==> src/rtl/gb7_fifo.sv <==
// Two-entry job queue between the front and back parts of the blur.
// Generic payload width; no package needed.
`timescale 1ns / 1ps
`default_nettype none
module gb7_fifo #(
  parameter int DATA_W = 1
) (
  input  wire logic              clk,
  input  wire logic              rst_n,
  input  wire logic              push,
  input  wire logic [DATA_W-1:0] push_data,
  output logic                   full,
  output logic                   valid,
  input  wire logic              pop,
  output logic [DATA_W-1:0]      data
);
  logic [DATA_W-1:0] mem_r [2];
  logic              wptr_r, wptr_nxt;
  logic              rptr_r, rptr_nxt;
  logic [1:0]        cnt_r, cnt_nxt;

  assign full  = (cnt_r == 2'd2);
  assign valid = (cnt_r != 2'd0);
  assign data  = mem_r[rptr_r];

  always_comb begin
    wptr_nxt = push ? ~wptr_r : wptr_r;
    rptr_nxt = pop ? ~rptr_r : rptr_r;
    cnt_nxt  = cnt_r + {1'b0, push} - {1'b0, pop};
  end

  always_ff @(posedge clk) begin
    if (!rst_n) begin
      wptr_r <= 1'b0;
      rptr_r <= 1'b0;
      cnt_r  <= 2'd0;
    end else begin
      wptr_r <= wptr_nxt;
      rptr_r <= rptr_nxt;
      cnt_r  <= cnt_nxt;
    end
  end

  always_ff @(posedge clk) begin
    if (push) begin
      mem_r[wptr_r] <= push_data;
    end
  end
endmodule
`default_nettype wire

==> config.mk <==
export PLATFORM = sky130hd
export DESIGN_NAME = gb7_fifo
export DESIGN_NICKNAME = d
export VERILOG_FILES = /design/src/rtl/gb7_fifo.sv
export SDC_FILE = /design/constraint.sdc
export NUM_CORES = 1
export LEC_CHECK = 0
export BUFFER_PORTS_ARGS = -buffer_cell sky130_fd_sc_hd__clkbuf_2
export CAP_MARGIN = 15
export CORE_AREA = 4 4 41 43
export CTS_CLUSTER_DIAMETER = 60
export DETAILED_ROUTE_END_ITERATION = 10
export DIE_AREA = 0 0 45 47
export GPL_TIMING_DRIVEN = 0
export PLACE_DENSITY = 0.42
export REMOVE_ABC_BUFFERS = 1
export SETUP_SLACK_MARGIN = 0.15
export SLEW_MARGIN = 20
export SYNTH_ARGS = -nofsm -noshare
export SYNTH_HDL_FRONTEND = slang
export SYNTH_SLANG_ARGS = --single-unit
export TNS_END_PERCENT = 10
==> constraint.sdc <==
create_clock -name clk -period 3 [get_ports clk]
set_clock_uncertainty 0.2 [all_clocks]
set_input_delay 0.15 -clock clk [delete_from_list [all_inputs] [get_ports clk]]
set_output_delay 0.15 -clock clk [all_outputs]
set_load 0.01 [all_outputs]
# [After elaboration in Yosys (flattened, before gate mapping)]
# Memories as Yosys holds them, arrays and structs flattened. A register that Yosys moved wholly into a read port is not among the register bits.
# Index checks and enable logic that the tools add are counted.
[op_classes] multipliers=0 bitwise=2 n_div=0 n_shift=0 eq_ne=1 order_cmp=0 reduce_logical=1 muxes=4 addsub=2
[op_table] operator="$mux W1" count=4
[op_table] operator="$add A2 B1 Y2" count=1
[op_table] operator="$eq A2 B2 Y1 const B" count=1
[op_table] operator="$not A1 Y1" count=2
[op_table] operator="$reduce_bool A2 Y1" count=1
[op_table] operator="$sub A2 B1 Y2" count=1
[word_totals] out_inout_bits=3 mem_bits_ro=0 input_bits=5 latchBits=0 regBits=4 n_memories=1 mem_bits_rw=2 wordCells=14
[mem_list] memory="mem_r" words=2 width=1 rd=1 rd_ports_with_merged_regs=1 wr=1 line="17" rtl="logic [DATA_W-1:0] mem_r [2];"

# [Logic depth before layout (Yosys ltp)]
[logic_depth] depth_word=3 mapped_depth=6 mapped_depth_nobuf=6

# [Worst setup path after synthesis]
# Ideal clock, no wire load.
[synth_path] kind="reg-to-reg" start="register cnt_r[0]" end="register cnt_r[1]" period_less_slack_ns=1.343 t_required_ns=2.735 setup_time_ns=0.065 path_buffers=0 arrival_time_ns=1.077 setup_slack_ns=1.657 stages_incl_launch_ff=7 cell_sequence="dfxtp_1 > inv_1 > ha_1 > inv_1 > ha_1 > xnor3_1 > nor2b_1"
[synth_via] elab_chain_len=2
[synth_lines] element="from (decl)" line="20" rtl="logic [1:0] cnt_r, cnt_nxt;"
[synth_lines] element="from (signal assigned)" line="40" rtl="cnt_r <= cnt_nxt;"
[synth_lines] element="$add A2 B1 Y2" line="29" rtl="cnt_nxt = cnt_r + {1'b0, push} - {1'b0, pop};"
[synth_lines] element="$sub A2 B1 Y2" line="29"
# Every way passes these cells.
# A chain may end at the register's enable or synchronous reset.

# [Final worst setup path]
# Ends and elaborated chain as after synthesis.

==> run metrics <==
Pins Over Slew Limit 0; antenna fix cells 0; Slew @ Worst Pin 0.167 ns; Root Buffer Master clkbuf_4; cells after synthesis 24; # fillers 143; YS warnings 0; number of vias per cell 3.65; Sink Count 7; WL final 403 um; kind of critical path flop to flop; total number of vias 190; Die Span X 45 um; total grt overflow 0; Worst-Skew Late Latency 0.24 ns; CP max FO 3; largest cells by area after synthesis dfxtp_1 33%, edfxtp_1 20%, and2_1 8.4%; Avg Cell Area, Syn 12.5 sq um; Synth Cell Area 299 sq um; RSZ-0062 raised after global routing false; CP Data Required Time 2.98 ns; Clk pin slew, worst setup/hold paths 0.05 ns; cells resized by post-CTS repair 0; layout overhead on the synthesized area 33.5%; unique cell type count in the Yosys netlist 11; largest net degree at the start of global routing 6; synthesis-stage register bit count 7; crit path DAT 1.39 ns; die footprint 2120 sq um; antenna violations before repair 0; Tot Pwr 0.251 mW; Worst setup EP type flop; CTS tree yes; Wirelength per Cell 7.75 um; Die Span Y 47 um; Final setup viols 0; area leader, netlist dfxtp_1; VDD IR max 0.238 mV; first-pass GRT wire length 703 um; proportion of layout cells with a drive suffix above 1 27.0%; outcome finished clean; Starting Density 23.0%; Area after DPL 353 sq um; FMAX 0.710 GHz; CP Launch Type flop; Longest Clk Path Bufs 2; Hold Vio Cnt, Final 0; final period utilization 46.9%; multi-input logic area 131 sq um; total iterations of the first detailed-routing run 2; Synth top area share 33.5%; Final nets 45; Reg area 160 sq um; H-tree depth 1; type of the most critical hold path primary input to flop; relative slew slack 88.8%; # rows 13; Pwr per Cell Area 630 nW/um^2; vias in the first global route 190; DRC Markers 0; core footprint 1300 sq um; All-Layer GR Usage 5.02%; sequential share of the synthesized area 53.6%; TritonCTS Buffers 3; Final ANT Viol Nets 0; Post-Route Setup TNS 0 ns; first-iteration detailed-routing DRC count 1; fin crit period 1.41 ns; I/O pins 8; Port Buf Inserts 7; GPL Wtd Cong 0.604; Pleak 0.184 nW; cell area after layout 399 sq um; Max-Cap Viols 0
[worst max-delay path, stage by stage (launching register included)]
cell     delay [ns]
dfxtp_1        0.33
inv_1          0.05
ha_1           0.26
inv_1          0.06
ha_1           0.14
xnor3_1        0.21
nor2b_1        0.10
[synthesized netlist by cell type]
cell      instances
dfxtp_1           5
and2_1            4
nor2b_1           4
edfxtp_1          2
ha_1              2
inv_1             2
mux2_1            1
o21a_1            1
or2_1             1
xnor3_1           1
xor2_1            1
[layer usage]
layer | GRT usage (%) | part of all wire, % | wire length (um)
met1 | 5.35 | 43 | 174
met2 | 7.06 | 46 | 185
met3 | 4.60 | 11 | 43
met4 | 1.75 | 0 | 0
met5 | 0 | 0 | 0
[per-stage QoR]
stage / instances / hold slack (ns) / utilization (%) / setup slack [ns]
2_1_floorplan: 24 / 0.0489 / - / 1.66
3_3_place_gp: 46 / 0.142 / 27.1 / 1.63
3_5_place_dp: 46 / 0.143 / 27.1 / 1.59
4_1_cts: 52 / 0.0665 / 30.7 / 1.57
5_1_grt: 52 / 0.0823 / 30.7 / 1.47
6_report: 52 / 0.0702 / 30.7 / 1.59
[path summary, 6_finish.rpt]
kind	from	to	slack, ns	cells after the start
max	cnt_r[0]	cnt_r[1]	1.59	6
min	pop	rptr_r	0.07	3
max reg2reg	cnt_r[0]	cnt_r[1]	1.59	6
min reg2reg	wptr_r	mem_r[0]	0.35	1
[cell families (layout without fill, tap and decap cells)]
logic type,count (synthesis),after routing,share of synthesized area (%)
muxes,1,1,3.77
AOI/OAI and AO/OA,1,1,2.51
buffers and inverters,2,15,2.51
DFF,7,7,53.6
and+or+nand+nor,9,9,18.8
xor gates and xnor gates,2,2,10.5
adders and majority gates,2,2,8.37
[timing repair]
action,CTS,global route
hold endpoints to repair,7,0
hold buffers,2,0
setup buffers,0,0
[cell usage in the layout, fill, tap and decap left out]
cell / instances
ha_1: 2
clkbuf_4: 3
clkbuf_2: 7
mux2_1: 1
and2_1: 4
dfxtp_1: 5
xnor3_1: 1
o21a_1: 1
xor2_1: 1
dlygate4sd3_1: 2
or2_1: 1
nor2b_1: 4
inv_1: 2
edfxtp_1: 2
clkbuf_1: 1
[where the power goes]
group | total, mW | internal, mW | leakage (nW) | switching (mW)
clock | 0.0806 | 0.0505 | 0.0150 | 0.0302
combinational | 0.0554 | 0.0339 | 0.109 | 0.0215
sequential | 0.115 | 0.109 | 0.0604 | 0.00632
[area by class of cell]
type	count	share of cell area (%)
Inverter	2	1.88
Multi-Input combinational cell	15	32.9
Sequential cell	7	40.1
Clock buffer	4	6.58
Tap cell	15	4.70
Timing Repair Buffer	9	13.8
No activity file was read; power rests on OpenSTA's default activity.
