<file path="config.mk">
export PLATFORM = sky130hd
export DESIGN_NAME = gb7_front
export DESIGN_NICKNAME = d
export VERILOG_FILES = /design/src/rtl/gb7_pkg.sv /design/src/rtl/gb7_front.sv
export SDC_FILE = /design/constraint.sdc
export NUM_CORES = 1
export LEC_CHECK = 0
export BUFFER_PORTS_ARGS = -buffer_cell sky130_fd_sc_hd__buf_2
export CORE_UTILIZATION = 63
export CTS_CLUSTER_SIZE = 40
export DETAILED_ROUTE_END_ITERATION = 10
export PLACE_DENSITY = 0.88
export SLEW_MARGIN = 20
export SYNTH_ARGS = -nofsm -noshare
export SYNTH_HDL_FRONTEND = slang
export SYNTH_SLANG_ARGS = --single-unit
</file>
<file path="constraint.sdc">
create_clock -name clk -period 14.16 [get_ports clk]
set_input_delay 2.832 -clock clk [delete_from_list [all_inputs] [get_ports clk]]
set_output_delay 2.832 -clock clk [all_outputs]
set_load 0.005 [all_outputs]
</file>
<file path="src/rtl/gb7_pkg.sv">
// Shared constants, kernel weights and types of the 7x7 Gaussian blur.
// No dependencies; the front, back, top level and checker files import it.
`timescale 1ns / 1ps
`default_nettype none
package gb7_pkg;
  localparam int TAPS               = 7;
  localparam int HALF               = 3;
  localparam int SIZE_MIN           = 4;
  localparam int SIZE_RESET         = 256;
  localparam int MAX_IMAGE_SIZE_DEF = 1024;
  localparam int CFG_W              = 11;
  localparam int PIX_W              = 8;
  localparam int W_W                = 14;
  localparam int SLOT_W             = 3;
  localparam int V_W                = 23;   // one column sum: 255 * 32768 < 2^23
  localparam int P_W                = V_W + W_W;
  localparam int ACC_W              = 38;   // 255 * 2^30 < 2^38
  localparam int SHIFT              = 30;

  // Q1.15 taps of the sigma 1 kernel, sum 32768
  localparam logic [W_W-1:0] GAUSS_W [TAPS] = '{
    14'd145, 14'd1770, 14'd7930, 14'd13078, 14'd7930, 14'd1770, 14'd145
  };

  // Per column job: line slot for each kernel row, and row position flags
  typedef struct packed {
    logic                          last_col;
    logic                          frame_row;
    logic [TAPS-1:0][SLOT_W-1:0]   sel;
  } job_ctl_t;

  typedef struct packed {
    logic row_end;
    logic frame_end;
    logic last;
  } out_flags_t;
endpackage
`default_nettype wire

</file>
<file path="src/rtl/gb7_front.sv">
// Front part of the blur: size register, frame counters, line store writes,
// and per-column jobs with mirrored line slots. Depends on gb7_pkg.
`timescale 1ns / 1ps
`default_nettype none
module gb7_front import gb7_pkg::*; #(
  parameter int  MAX_IMAGE_SIZE = MAX_IMAGE_SIZE_DEF,
  localparam int COL_W = $clog2(MAX_IMAGE_SIZE)
) (
  input  wire logic             clk,
  input  wire logic             rst_n,
  input  wire logic             cfg_wr_en,
  input  wire logic [CFG_W-1:0] cfg_wr_data,
  input  wire logic             in_valid,
  output logic                  in_ready,
  input  wire logic             in_action,
  input  wire logic [PIX_W-1:0] in_pixel,
  input  wire logic             q_full,
  input  wire logic             q_valid,
  output logic                  push,
  output logic [COL_W-1:0]      push_col,
  output job_ctl_t              push_ctl,
  output logic                  wr_en,
  output logic [SLOT_W-1:0]     wr_slot,
  output logic [COL_W-1:0]      wr_col,
  output logic [PIX_W-1:0]      wr_data
);
  localparam int SIZE_W = $clog2(MAX_IMAGE_SIZE + 1);
  localparam int ROW_W  = $clog2(MAX_IMAGE_SIZE + HALF + 1);
  localparam int CMP_W  = ((CFG_W > SIZE_W) ? CFG_W : SIZE_W) + 1;

  logic [SIZE_W-1:0] size_r, size_nxt;
  logic [ROW_W-1:0]  row_r, row_nxt;
  logic [COL_W-1:0]  col_r, col_nxt;
  logic [SLOT_W-1:0] rslot_r, rslot_nxt;

  logic              take, live, last_col, frame_row, top, bottom;
  logic [ROW_W-1:0]  size_x, col_x, orow, bot_d;
  logic [CMP_W-1:0]  cfg_x;
  logic [SLOT_W-1:0] oslot;

  // hold the first rows of a frame until queued jobs of the last frame have read the store
  assign in_ready  = !q_full && !(q_valid && (row_r < ROW_W'(HALF)));
  assign take      = in_valid && in_ready;
  assign size_x    = ROW_W'(size_r);
  assign col_x     = ROW_W'(col_r);
  assign live      = in_action ? (row_r >= size_x) : (row_r < size_x);
  assign last_col  = (ROW_W'(col_x + ROW_W'(1)) == size_x);
  assign frame_row = (row_r == ROW_W'(size_x + ROW_W'(2)));
  assign orow      = ROW_W'(row_r - ROW_W'(HALF));
  assign bot_d     = ROW_W'(size_x + ROW_W'(2) - row_r);
  assign top       = (row_r < ROW_W'(2 * HALF));
  assign bottom    = (bot_d < ROW_W'(HALF));
  assign cfg_x     = CMP_W'(cfg_wr_data);
  // line r-3 sits in slot (r + 4) mod 7
  assign oslot     = (rslot_r >= SLOT_W'(HALF)) ? SLOT_W'(rslot_r - SLOT_W'(HALF))
                                                : SLOT_W'(rslot_r + SLOT_W'(HALF + 1));

  // store the pixel of a live image item
  assign wr_en   = take && live && !in_action;
  assign wr_slot = rslot_r;
  assign wr_col  = col_r;
  assign wr_data = in_pixel;

  // a column job once three rows are in
  assign push     = take && live && (row_r >= ROW_W'(HALF));
  assign push_col = col_r;

  always_comb begin
    logic signed [4:0] e, delta, ssum, orow_s, bot_s, oslot_s;
    orow_s  = $signed({3'b000, orow[1:0]});
    bot_s   = $signed({3'b000, bot_d[1:0]});
    oslot_s = $signed({2'b00, oslot});
    push_ctl.last_col  = last_col;
    push_ctl.frame_row = frame_row;
    for (int dy = 0; dy < TAPS; dy++) begin
      e = 5'(dy - HALF);
      // mirror above the top line and below the bottom line, edge not repeated
      if (top && (orow_s + e < 5'sd0)) begin
        delta = 5'sd0 - orow_s - orow_s - e;
      end else if (bottom && (e > bot_s)) begin
        delta = bot_s + bot_s - e;
      end else begin
        delta = e;
      end
      ssum = oslot_s + delta;
      if (ssum < 5'sd0) begin
        ssum = ssum + 5'sd7;
      end else if (ssum >= 5'sd7) begin
        ssum = ssum - 5'sd7;
      end
      push_ctl.sel[dy] = ssum[SLOT_W-1:0];
    end
  end

  always_comb begin
    size_nxt  = size_r;
    row_nxt   = row_r;
    col_nxt   = col_r;
    rslot_nxt = rslot_r;
    if (cfg_wr_en) begin
      if (cfg_x < CMP_W'(SIZE_MIN)) begin
        size_nxt = SIZE_W'(SIZE_MIN);
      end else if (cfg_x > CMP_W'(MAX_IMAGE_SIZE)) begin
        size_nxt = SIZE_W'(MAX_IMAGE_SIZE);
      end else begin
        size_nxt = SIZE_W'(cfg_x);
      end
      row_nxt   = '0;
      col_nxt   = '0;
      rslot_nxt = '0;
    end else if (take && live) begin
      if (last_col) begin
        col_nxt   = '0;
        row_nxt   = ROW_W'(row_r + ROW_W'(1));
        rslot_nxt = (rslot_r == SLOT_W'(TAPS - 1)) ? '0 : SLOT_W'(rslot_r + SLOT_W'(1));
        if (frame_row) begin
          row_nxt   = '0;
          rslot_nxt = '0;
        end
      end else begin
        col_nxt = COL_W'(col_r + COL_W'(1));
      end
    end
  end

  always_ff @(posedge clk) begin
    if (!rst_n) begin
      size_r  <= SIZE_W'(SIZE_RESET);
      row_r   <= '0;
      col_r   <= '0;
      rslot_r <= '0;
    end else begin
      size_r  <= size_nxt;
      row_r   <= row_nxt;
      col_r   <= col_nxt;
      rslot_r <= rslot_nxt;
    end
  end
endmodule
`default_nettype wire

</file>
Word-level counts from Yosys, hierarchy flattened. Cells that the tools add are included.

Register bits after elaboration: 35. Bits of input ports: 26. Output and inout bits: 57. Logic and storage cells: 142.

Add/subtract/negate cells: 48. Order comparisons: 33. Equal/unequal tests: 3. Multiplexer cells: 32. Bitwise gates (word level): 1. Reduce and logical (&&, ||, !) cells: 21.

Operators by type and width (count): $mux 3 (17); $mux 5 (10); $add 4x5->5 (7); $ge 5x4->1 const B (7); $lt 5x1->1 const B (7); $mux 11 (3); $add 3x1->3 const B (8); $eq 11x11->1 (2); $lt 11x2->1 const B (2); $lt 11x3->1 const B (2); $sub 3x1->3 const B (7); $logic_and 1x1->1 (16); $sub 4x3->5 const B (3); $lt 4x1->1 const B (3); $add 10x1->11 const B (1); $add 11x1->11 const B (1); $add 11x2->11 const B (1); $ge 11x11->1 (1); $ge 11x2->1 const B (1); $gt 11x11->1 const B (1); $lt 11x11->1 (1); $sub 11x11->11 (1); $add 10x1->10 const B (1); $mux 10 (1); other kinds (27) (34).

Depth between registers and ports, before layout.
Depth after elaboration: 10. Depth in mapped cells: 21.

Least setup slack after synthesis. OpenSTA, ideal clock, no wires.

Path kind: register to output. Start: register size_r[4]. End: output port push_ctl[19] in the netlist's numbering. Arrival time: 4.414 ns. Slack: 6.914 ns. Cell stages (with the launch flop): 19. Buffers on the path: 0. Cell sequence: dfxtp_1 > inv_1 > nor4_1 > nand2_1 > xnor2_1 > ha_1 > o211ai_1 > and2_1 > a22o_1 > a21oi_1 > nand4_1 > nor4b_1 > nand3b_1 > fa_1 > a21oi_1 > nand2b_1 > mux2_2 > o2111a_1 > a211oi_2.

RTL lines: start, declared (RTL line gb7_front.sv:31) `logic [SIZE_W-1:0] size_r, size_nxt;`; start signal, assigned (RTL line gb7_front.sv:128) `size_r <= SIZE_W'(SIZE_RESET);`; start signal, assigned (RTL line gb7_front.sv:133) `size_r <= size_nxt;`; end, declared (RTL line gb7_front.sv:21) `output job_ctl_t push_ctl,`.

==> impl_summary.md <==
Status
The flow ran to the end, and the final reports show no timing, DRC or antenna violations.

GRT
The global-route wire length before repair is 21300 um. The maximum number of pins on one net before global-route repair is 30. The number of antenna violations at the first check in global routing is 0. The total overflow reported by the global router is 0. For this run, the total global-route usage over all layers was measured as 30.8%. The via count of the first global-routing pass came to 4735.

Pwr
The design internal power is 0.155 mW. For this design the static power due to leakage is 2.28 nW. The clock network burns 30.0% of the power.

The part of the power in combinational logic is 24.7%. The sequential group share of total power is 45.3%. The power density over the cells is 42.8 nW/um^2. IR analysis of the VDD net gives a maximum drop of 0.0578 mV. Summed over all nets, the switching power comes to 0.0713 mW.

The proportion of total power due to net switching is 31.5%.

Worst setup path
The maximum single-stage delay on the critical path is 550 ps. The setup slack on the worst flop-to-flop path is 10420 ps. The destination of the worst register-to-register timing path is row_r[10]. The worst setup path is launched from a register. Of all nets on the critical path, the largest fanout is 8. The worst reg-to-reg path cell count is 10. The startpoint-to-endpoint class of the critical path is register to primary output. STA classifies the critical path endpoint as a primary output. The worst path arrival time is 5430 ps. Together, buffers and inverters on the worst path number 2. The worst path required time is 11330 ps. The count of cell instances traversed by the critical path is 19.

The critical path goes through inv_1 > nor4_1 > nand2_1 > xnor2_1 > ha_1 > a21oi_1 > nand2_1 > o211a_1 > o21ai_0 > and2_0 > nor4b_1 > nand3b_1 > fa_1 > a21oi_1 > nand2b_1 > mux2_2 > o2111a_1 > a211oi_2 > buf_2. In this run the critical register-to-register path is launched from push_col[0]. The kind of cell with the highest combined delay along the critical path is simple AND/OR/NAND/NOR gates. The largest individual stage delay along the critical path comes from the cell nor4b_1.

Clock network
The H-tree generated during clock tree synthesis spans 2 levels. The number of hold buffers added after CTS was 0. For the worst-skew pair, the clock arrives at the later sink with an insertion delay of 290 ps. The tree is rooted in a clkbuf_8. Clock tree synthesis found a total of 35 sinks. TritonCTS created 5 clock buffers. In this run the deepest clock path goes through 2 buffers. TritonCTS built the clock tree.

The post-CTS repair timing setup buffer count is 0. Once the clock tree was built, the resizer swapped 0 gates to a different size. Clock-pin slew was measured on the worst setup and hold paths at 70 ps.

Floorplan
The width of the die is 90.6 um. 83 I/O pins were placed. The height of the die is 90.6 um. Row generation in the floorplan step produced 31 rows. The die area is 8210 um^2. The total area inside the core boundary comes to 7410 um^2. The starting density of the core is 66.8%.

Layout
From synthesis to final layout, the design area changed by 6.78%. In the final layout, the multi-input gates occupy 3860 um^2. The layout filler cell count is 598. The repair_antennas step left the layout with diodes totalling 0. The footprint of the flip-flops and latches is 701 um^2. Cells with a size suffix above 1 make up 13.5% of the layout. At the end of the flow, the number of nets in the layout was 784.

Logic synthesis
The average instance area after synthesis is 7.58 um^2. During synthesis, Yosys emitted a total of 0 warnings. By area the synthesized netlist is led by ha_1 (15%), dfxtp_1 (14%), xnor2_1 (6.0%). The number of nets handed over by synthesis was 745. The most common cell in the synthesized netlist is ha_1.

Synthesis produced a netlist whose cell count is 653. The share of the Yosys chip area taken by registers is 14.2%. Counting flops with a built-in enable in the synthesized netlist gives 0. The leading register cell type out of synthesis is dfxtp_1. Of all flip-flops after synthesis, the portion carrying an async set or reset was 0%. By count the netlist is led by ha_1 (59), nand2_1 (51), a21oi_1 (46), inv_1 (46), nor2_1 (45). The synthesized design contains 35 register bits. The post-synth design cell area is 4950 um^2. The portion of synthesized cell area occupied by the leading cell type is 14.9%. The dominant cell type by area after synthesis is ha_1. The number of distinct library cells after synthesis is 71.

STA
The smallest hold slack is 527 ps. The clock period minus final worst setup slack is 8260 ps. The hold violation total from the final report came to 0. Between clock sinks in the finished design, the worst skew comes to 5.01 ps. In the finished design, the share of the clock period the worst path needs comes to 58.3%.

The headroom to the max-slew limit is 43.0%. After routing, the total negative slack on setup checks comes to 0 ps. For this run, the top clock speed supported by timing is 121 MHz.

The number of failing setup endpoints in the final timing report is 0. For the pin with the worst max-slew slack, the measured transition is 855 ps. The max-slew violation total from the final report came to 0. Setup repair after global routing left no endpoint under its margin.

Min path
The startpoint identified for the worst hold timing path is wr_slot[1]. For hold timing, the worst endpoint is wr_slot[1]. The count of cells along the worst hold path is 2.

The min-delay analysis places its worst path in the category register to register.

Flow run
The max capacitance violation total is 0.

Detailed routing
The wire length per cell after detailed routing is 16.0 um. The count of antenna-violating nets left after detailed routing is 0. The detailed router's first-iteration violation count is 397. The number of remaining DRC errors is 0. The first detailed-routing pass ran for 5 iterations. Wires add up to 12700 um. After detailed routing, the number of vias per cell comes to 6.36. The total vias in the final route is 5022.

Placement
Buffers placed on the I/O ports in this run total 66. The placed wire-length estimate is 9810 um. The final estimated routing congestion in global placement is 0.908.
per-stage QoR:
stage               util (%)  setup WS (ps)  power (mW)  area, um^2  std cells
floorplan                  -           6910       0.147        4950        653
global placement        70.3           6420       0.157        5210        784
detailed placement      70.3           6240       0.159        5210        784
CTS                     71.3           5910       0.225        5280        790
global route            71.3           5340       0.237        5280        790
finish                  71.3           5900       0.226        5280        790
worst max path at each step:
stage              start           end  slack, ps
2_1_floorplan  size_r[4]  push_ctl[19]       6910
3_3_place_gp   size_r[4]  push_ctl[19]       6420
3_5_place_dp   size_r[4]  push_ctl[19]       6240
4_1_cts        size_r[4]  push_ctl[19]       5910
5_1_grt        size_r[4]  push_ctl[19]       5340
6_report       size_r[4]  push_ctl[19]       5900
power groups by stage:
stage	combinational (mW)	clock, mW	sequential [mW]
2_1_floorplan	0.0430	0	0.104
3_3_place_gp	0.0530	0	0.104
3_5_place_dp	0.0544	0	0.105
4_1_cts	0.0548	0.0680	0.102
5_1_grt	0.0609	0.0737	0.103
6_report	0.0559	0.0679	0.102
layout by cell type (no fill, tap or decap), drive strengths merged, types with 13 or more instances in the layout:
master / synthesis / final
a21oi: 46 / 46
and2: 15 / 15
buf: 27 / 69
dfxtp: 35 / 35
ha: 59 / 59
inv: 46 / 46
nand2: 51 / 51
nand3: 29 / 29
nand4: 13 / 13
nor2: 45 / 45
nor4: 15 / 15
o21ai: 43 / 43
or3: 13 / 13
xnor2: 34 / 34
xor2: 15 / 15
cell families after synthesis:
group                    share of synthesized area, %
multiplexers                                     2.53
AND/OR/NAND/NOR                                  27.1
XOR/XNOR                                         8.67
flip-flops                                       14.2
adder cells (fa/ha/maj)                          17.7
buffers and inverters                            7.94
AO/OA/AOI/OAI                                    21.8
per-layer routing:
metal	wire length [um]	GRT usage [%]	vias to the layer above	part of all wire [%]
met5	0	0	-	0
li1	-	-	2426	-
met3	816	2.78	33	6.4
met1	5510	39.7	2339	44
met2	5980	52.7	224	47
met4	351	12.0	0	2.8
state kept, by name, summed over array words and instances, names as in the netlist:
| register | cells |
|---|---|
| row_r | 11 |
| size_r | 11 |
| wr_slot | 3 |
| push_col | 10 |
area by class of cell:
type / instances / area share (%)
Tap cell: 99 / 2.34
Multi-Input combinational cell: 535 / 73.1
Timing Repair Buffer: 69 / 6.68
Sequential cell: 35 / 13.3
Clock buffer: 6 / 1.37
Inverter: 46 / 3.27
tightest hold or removal path, stage by stage, from the launching register on:
cell and delay (ps):
dfxtp_1 360, nand2_1 70, a21oi_1 50
Note: power is estimated with default switching activity, not from simulation.
